**config.mk**
```make
export PLATFORM = sky130hd
export DESIGN_NAME = sync_length_frame_deframer_top
export DESIGN_NICKNAME = d
export VERILOG_FILES = /design/src/hdl/slfd_pkg.sv /design/src/hdl/sync_length_frame_deframer_top.sv
export VERILOG_INCLUDE_DIRS = /design/src /design/src/hdl
export SDC_FILE = /design/constraint.sdc
export NUM_CORES = 1
export LEC_CHECK = 0
export CORE_ASPECT_RATIO = 0.7
export CORE_MARGIN = 2
export CORE_UTILIZATION = 25
export CTS_BUF_LIST = sky130_fd_sc_hd__clkbuf_16
export DETAILED_ROUTE_END_ITERATION = 8
export DONT_BUFFER_PORTS = 1
export MAX_ROUTING_LAYER = met4
export SYNTH_ARGS = -nofsm -noshare
export SYNTH_HDL_FRONTEND = slang
export SYNTH_SLANG_ARGS = --single-unit
```
**constraint.sdc**
```tcl
create_clock -name i_clk -period 4.7 [get_ports i_clk]
set_input_delay 0.705 -clock i_clk [delete_from_list [all_inputs] [get_ports i_clk]]
set_output_delay 0.705 -clock i_clk [all_outputs]
set_load 0.1 [all_outputs]
```
**src/hdl/sync_length_frame_deframer_top_defines.svh**
```systemverilog
// Assertion macros for the sync/length frame deframer.
// Included by the top level; needs nothing else.
`ifndef SYNC_LENGTH_FRAME_DEFRAMER_TOP_DEFINES_SVH
`define SYNC_LENGTH_FRAME_DEFRAMER_TOP_DEFINES_SVH

// Same-cycle implication, disabled while reset is low.
`define SLFD_ASSERT_NOW(label, clk, rst_n, ante, cons) \
    label: assert property (@(posedge clk) disable iff (!(rst_n)) (ante) |-> (cons)) \
        else $error("deframer check failed");

// Next-cycle implication, disabled while reset is low.
`define SLFD_ASSERT_NEXT(label, clk, rst_n, ante, cons) \
    label: assert property (@(posedge clk) disable iff (!(rst_n)) (ante) |=> (cons)) \
        else $error("deframer check failed");

`endif

```
**src/hdl/slfd_pkg.sv**
```systemverilog
// Types and constants of the sync/length frame deframer.
// Stand-alone; imported by the top level.
package slfd_pkg;

    // Largest sync word the block may be built for, and the bound actually applied.
    localparam int MAX_SYNC_BYTES = 4;
    localparam int SYNC_LIMIT     = (MAX_SYNC_BYTES < 4) ? MAX_SYNC_BYTES : 4;

    // Configuration register indexes
    localparam logic [1:0] CFG_SYNC_PATTERN = 2'd0;
    localparam logic [1:0] CFG_SYNC_COUNT   = 2'd1;
    localparam logic [1:0] CFG_LENGTH_BE    = 2'd2;

    localparam int BYTES_LEFT_W = 17;

    typedef enum logic [1:0] {
        PH_HUNT   = 2'd0,
        PH_HEADER = 2'd1,
        PH_DATA   = 2'd2
    } t_phase;

    typedef struct packed {
        logic [7:0] frame_byte;
        logic       frame_first;
        logic       frame_last;
    } t_result;

endpackage

```
**src/hdl/sync_length_frame_deframer_top.sv**
```systemverilog
// Frame bytes are registered in r_out, or in r_skid while m_axis is held.
// One byte per cycle while the skid is empty; phase/count registers update in one pass.
// A two-entry output stage (register plus skid) keeps input flowing while a result waits.
// Reset (synchronous, active low) returns to hunting with sync_count 2, big-endian length
// and a zero sync pattern, and drops any pending result.
`include "sync_length_frame_deframer_top_defines.svh"

module sync_length_frame_deframer_top (
    input  logic        i_clk,
    input  logic        i_rst_n,
    // configuration write channel
    input  logic        i_cfg_valid,
    output logic        o_cfg_ready,
    input  logic [1:0]  i_cfg_index,
    input  logic [31:0] i_cfg_data,
    // received bytes
    input  logic        s_axis_tvalid,
    output logic        s_axis_tready,
    input  logic [7:0]  s_axis_tdata,   // [7:0] in_byte
    // frame bytes
    output logic        m_axis_tvalid,
    input  logic        m_axis_tready,
    output logic [7:0]  m_axis_tdata,   // [7:0] frame_byte
    output logic [0:0]  m_axis_tuser,   // [0] frame_first
    output logic        m_axis_tlast    // frame_last
);
    import slfd_pkg::*;

    logic [31:0]             r_sync_pattern;
    logic [2:0]              r_sync_count;
    logic                    r_length_be;

    t_phase                  r_phase, n_phase;
    logic [1:0]              r_sync_index, n_sync_index;
    logic [7:0]              r_first_len, n_first_len;
    logic [BYTES_LEFT_W-1:0] r_bytes_left, n_bytes_left;
    logic [1:0]              r_header_index, n_header_index;

    logic                    r_out_valid, r_skid_valid;
    t_result                 r_out, r_skid;

    logic                    in_acc, out_acc, res_valid;
    t_result                 res;

    logic [2:0]              eff_count;
    logic [1:0]              hunt_index;
    logic [1:0]              byte_sel;
    logic [7:0]              expect_byte;
    logic [15:0]             length;
    logic [BYTES_LEFT_W-1:0] left_dec;

    assign o_cfg_ready   = 1'b1;
    assign s_axis_tready = !r_skid_valid;
    assign in_acc        = s_axis_tvalid && s_axis_tready;
    assign out_acc       = r_out_valid && m_axis_tready;

    assign m_axis_tvalid = r_out_valid;
    assign m_axis_tdata  = r_out.frame_byte;
    assign m_axis_tuser  = r_out.frame_first;
    assign m_axis_tlast  = r_out.frame_last;

    // configuration registers
    always_ff @(posedge i_clk) begin
        if (!i_rst_n) begin
            r_sync_pattern <= '0;
            r_sync_count   <= 3'd2;
            r_length_be    <= 1'b1;
        end else if (i_cfg_valid && o_cfg_ready) begin
            unique case (i_cfg_index)
                CFG_SYNC_PATTERN: r_sync_pattern <= i_cfg_data;
                CFG_SYNC_COUNT:   r_sync_count   <= i_cfg_data[2:0];
                CFG_LENGTH_BE:    r_length_be    <= i_cfg_data[0];
                default: ;
            endcase
        end
    end

    // clamp the sync count to 1..SYNC_LIMIT
    always_comb begin
        if (r_sync_count == 3'd0) begin
            eff_count = 3'd1;
        end else if (r_sync_count > 3'(SYNC_LIMIT)) begin
            eff_count = 3'(SYNC_LIMIT);
        end else begin
            eff_count = r_sync_count;
        end
    end

    // restart the hunt if the count dropped to or below the current index
    assign hunt_index = ({1'b0, r_sync_index} >= eff_count) ? 2'd0 : r_sync_index;
    assign byte_sel   = 2'(eff_count - 3'd1 - {1'b0, hunt_index});

    always_comb begin
        unique case (byte_sel)
            2'd0: expect_byte = r_sync_pattern[7:0];
            2'd1: expect_byte = r_sync_pattern[15:8];
            2'd2: expect_byte = r_sync_pattern[23:16];
            2'd3: expect_byte = r_sync_pattern[31:24];
            default: expect_byte = r_sync_pattern[7:0];
        endcase
    end

    assign length   = r_length_be ? {r_first_len, s_axis_tdata} : {s_axis_tdata, r_first_len};
    assign left_dec = (r_bytes_left != '0) ? r_bytes_left - 1'b1 : r_bytes_left;

    always_comb begin
        n_phase          = r_phase;
        n_sync_index     = r_sync_index;
        n_header_index   = r_header_index;
        n_first_len      = r_first_len;
        n_bytes_left     = r_bytes_left;
        res_valid        = 1'b0;
        res.frame_byte   = s_axis_tdata;
        res.frame_first  = 1'b0;
        res.frame_last   = 1'b0;
        unique case (r_phase)
            PH_HEADER: begin
                res_valid = 1'b1;
                if (r_header_index == 2'd0) begin
                    res.frame_first = 1'b1;
                    n_header_index  = 2'd1;
                end else if (r_header_index == 2'd1) begin
                    n_first_len    = s_axis_tdata;
                    n_header_index = 2'd2;
                end else begin
                    n_bytes_left   = {1'b0, length} + BYTES_LEFT_W'(3);
                    n_header_index = 2'd0;
                    n_phase        = PH_DATA;
                end
            end
            PH_DATA: begin
                res_valid    = 1'b1;
                n_bytes_left = left_dec;
                if (left_dec == '0) begin
                    res.frame_last = 1'b1;
                    n_phase        = PH_HUNT;
                    n_sync_index   = 2'd0;
                end
            end
            default: begin
                // hunting, and the unused phase code
                n_phase = PH_HUNT;
                if (s_axis_tdata != expect_byte) begin
                    n_sync_index = 2'd0;
                end else if ({1'b0, hunt_index} + 3'd1 >= eff_count) begin
                    n_sync_index   = 2'd0;
                    n_header_index = 2'd0;
                    n_phase        = PH_HEADER;
                end else begin
                    n_sync_index = hunt_index + 2'd1;
                end
            end
        endcase
    end

    always_ff @(posedge i_clk) begin
        if (!i_rst_n) begin
            r_phase        <= PH_HUNT;
            r_sync_index   <= '0;
            r_header_index <= '0;
            r_first_len    <= '0;
            r_bytes_left   <= '0;
        end else if (in_acc) begin
            r_phase        <= n_phase;
            r_sync_index   <= n_sync_index;
            r_header_index <= n_header_index;
            r_first_len    <= n_first_len;
            r_bytes_left   <= n_bytes_left;
        end
    end

    // output register with skid: park a new result when the output is held
    always_ff @(posedge i_clk) begin
        if (!i_rst_n) begin
            r_out_valid  <= 1'b0;
            r_skid_valid <= 1'b0;
        end else begin
            if (!r_out_valid || out_acc) begin
                if (r_skid_valid) begin
                    r_out_valid  <= 1'b1;
                    r_skid_valid <= 1'b0;
                end else begin
                    r_out_valid <= in_acc && res_valid;
                end
            end else if (in_acc && res_valid) begin
                r_skid_valid <= 1'b1;
            end
        end
    end

    always_ff @(posedge i_clk) begin
        if (!r_out_valid || out_acc) begin
            r_out <= r_skid_valid ? r_skid : res;
        end
        if (r_out_valid && !out_acc && in_acc && res_valid) begin
            r_skid <= res;
        end
    end

    `SLFD_ASSERT_NOW(a_skid_behind_out, i_clk, i_rst_n, r_skid_valid, r_out_valid)
    `SLFD_ASSERT_NOW(a_first_not_last, i_clk, i_rst_n, r_out_valid,
        !(r_out.frame_first && r_out.frame_last))
    `SLFD_ASSERT_NEXT(a_header_gives_result, i_clk, i_rst_n,
        in_acc && r_phase == PH_HEADER, r_out_valid)
    `SLFD_ASSERT_NEXT(a_last_back_to_hunt, i_clk, i_rst_n,
        in_acc && r_phase == PH_DATA && r_bytes_left <= BYTES_LEFT_W'(1),
        r_phase == PH_HUNT && r_sync_index == 2'd0)

endmodule
```
==> flow_metrics.tcl <==
set metrics [dict create \
    status "complete, no violations" \
    drc 0 \
    critPathLaunchType "flop" \
    h-tree-depth 3 \
    rsz0062_at_grt "false" \
    grt_max_degree 75 \
    cts_root_buffer "clkbuf_16" \
    synthFlopType "dfxtp_1" \
    cts_sinks 89 \
    worst-setup-path-type "flop to flop" \
    layout.cells.most_common "nand2_1" \
    antenna_found_initial 0 \
    fin_crit_sh 0.835 \
    die_h_um 123 \
    leakage_nw 2.22 \
    maxSlewViolCount 0 \
    clk_pin_slew_ns 0.07 \
    ir_drop_v 0.000179 \
    ys_types 67 \
    end_kind "flop" \
    fill_cells 2152 \
    multi_input_area_mm2 0.00291 \
    via_count 4042 \
    track_usage 0.128 \
    post-cts-setup-buffers 0 \
    min_period_ns 3.92 \
    worstPathArrival_ns 4.17 \
    syn_area_mm2 0.00509 \
    clockBufferDepth 2 \
    num_io_pins 60 \
    final_cell_mix "102 x nand2_1, 69 x dfxtp_1, 40 x a21boi_0" \
    total_power_mw 1.90 \
    synth_area_leaders "dfxtp_1 27%, edfxtp_1 12%, nand2_1 7.5%" \
    synth.yosys.seq_area_share 0.389 \
    grt_pass1_vias 3859 \
    dr.first_iter.drc_count 293 \
    wirelength_um 12700 \
    cp_max_fo 12 \
    synth_top_area_frac 0.271 \
    nets 614 \
    synth_top_area_cell "dfxtp_1" \
    n_antenna_cell 0 \
    wire_per_inst_um 15.3 \
    die_area_mm2 0.0215 \
    relSlewSlack 0.215 \
    avgSynthCellArea_um2 8.88 \
    grt.overflow.total 0 \
    fmax_mhz 255 \
    cts_tree "done" \
    place_congestion 0.852 \
    place_hpwl_um 9210 \
    numCtsBuffers 9 \
    yosys_warnings 0 \
    synthArstFlopShare 0 \
    cts_hold_buf 0 \
    syn_inst 573 \
    drtAntennaViolNets 0 \
    drtPass1Iterations 5 \
    syn_nets 631 \
    cellPowerDensity_mw_per_mm2 335 \
    grt_pass1_wl_um 20900 \
    core_mm2 0.0199 \
    via_per_inst 4.86 \
    required_ns 4.94 \
    fin_skew_ns 0.00606 \
    yosys_register_bits 89 \
    area_growth_syn_to_layout_pct 11.4 \
    cts-resized-gates 0 \
    clkLatencyLatePin_ns 0.35 \
    finalSetupTns_ns 0 \
    hold_viol 0 \
    drive_gt1_frac 0.0802 \
    synth-edff-count 20 \
    rows 43 \
    setup_viol 0 \
    die_x_um 175 \
    seq_area_mm2 0.00198 \
    hp-class "primary input to flop" \
    whs_ns 0.451 \
    start_util 0.256 \
    tightest_slew_ns 1.15 \
    portBuffers 0 \
    cap_viol_max_count 0 \
]
-- power by group --
part / leakage, nW / switching [mW] / internal, mW
Sequential: 0.759 / 0.0585 / 0.802
Clock: 0.162 / 0.319 / 0.472
Combinational: 1.30 / 0.142 / 0.104
Total: 2.22 / 0.519 / 1.38
-- flip-flops by register name, indices dropped and copies added (netlist names) --
name and flops:
r_first_len 8, m_axis_tuser 1, m_axis_tvalid 1, r_skid_valid 1, m_axis_tdata 8, r_bytes_left 17, r_header_index 2, m_axis_tlast 1
r_phase 2, r_sync_index 2, r_skid 10, r_sync_count 3, r_sync_pattern 32, r_length_be 1
-- per-stage QoR --
| stage | instance area [um^2] | setup slack [ns] | instances | util |
|---|---|---|---|---|
| after detailed placement | 5340 | 0.837 | 815 | 0.268 |
| final | 5670 | 0.776 | 831 | 0.285 |
| after global routing | 5670 | 0.465 | 831 | 0.285 |
| after CTS | 5670 | 0.796 | 831 | 0.285 |
| after floorplan | 5090 | 1.17 | 573 | - |
| after global placement | 5340 | 0.918 | 815 | 0.268 |
-- cell families (layout without fill, tap and decap cells) --
kind of cell,after synthesis,in the layout,share of synthesized area
xor+xnor,23,23,0.0423
other cells,1,1,0.000737
buf+inv,53,41,0.0418
mux,51,51,0.115
compound gates,135,135,0.178
flops,89,89,0.389
simple gates,210,210,0.206
fa+ha+maj,11,11,0.0270
-- synth_stat cells (4+ instances only) --
| cell | count |
|---|---|
| a21boi_0 | 40 |
| nand4_1 | 4 |
| dfxtp_1 | 69 |
| o21ai_0 | 31 |
| ha_1 | 11 |
| a31oi_1 | 4 |
| nor2b_1 | 16 |
| mux2i_1 | 37 |
| nor2_1 | 23 |
| nor4_1 | 8 |
| clkbuf_1 | 28 |
| nand3_1 | 12 |
| nor3_1 | 8 |
| and3b_1 | 4 |
| xnor2_1 | 15 |
| mux4_2 | 5 |
| a21oi_1 | 21 |
| or4_1 | 5 |
| xor2_1 | 7 |
| inv_1 | 19 |
| o22ai_1 | 5 |
| nand2b_1 | 6 |
| nand3b_1 | 4 |
| nand2_1 | 102 |
| mux2_2 | 9 |
| edfxtp_1 | 20 |
-- area by class of cell --
| class | count | share of cell area |
|---|---|---|
| multi-input combinational | 431 | 0.513 |
| timing repair buffer | 6 | 0.00795 |
| tap | 270 | 0.0596 |
| sequential | 89 | 0.350 |
| clock inverter | 7 | 0.0179 |
| inverter | 19 | 0.0126 |
| clock buffer | 9 | 0.0397 |
-- path summary, 6_finish.rpt --
check	start	endpoint	slack (ns)	cells after the start
worst max-delay path	r_sync_count[0]	r_header_index[1]	0.78	12
worst min-delay path	s_axis_tdata[6]	r_skid[8]	0.45	0
worst min register to register	r_sync_pattern[3]	r_sync_pattern[3]	0.46	2
worst max register to register	r_sync_count[0]	r_header_index[1]	0.78	12
-- critical path, cell delays in order, from the launching register on --
cell,delay [ns]
dfxtp_1,0.34
inv_1,0.04
a21oi_1,0.27
ha_1,0.29
nand2b_1,0.15
a21oi_1,0.14
o21ai_0,0.15
ha_1,0.74
mux4_2,0.59
xor2_1,0.15
nor4_1,0.42
nand4b_1,0.24
a41o_1,0.28
-- routing by layer --
| layer | part of all wire | GRT usage | vias to the layer above |
|---|---|---|---|
| met5 | 0 | - | - |
| met3 | 0.091 | 0.0363 | 10 |
| met2 | 0.39 | 0.174 | 124 |
| li1 | - | - | 2021 |
| met1 | 0.51 | 0.179 | 1887 |
| met4 | 0.013 | 0.0422 | 0 |
No activity file was read; power rests on OpenSTA's default activity.
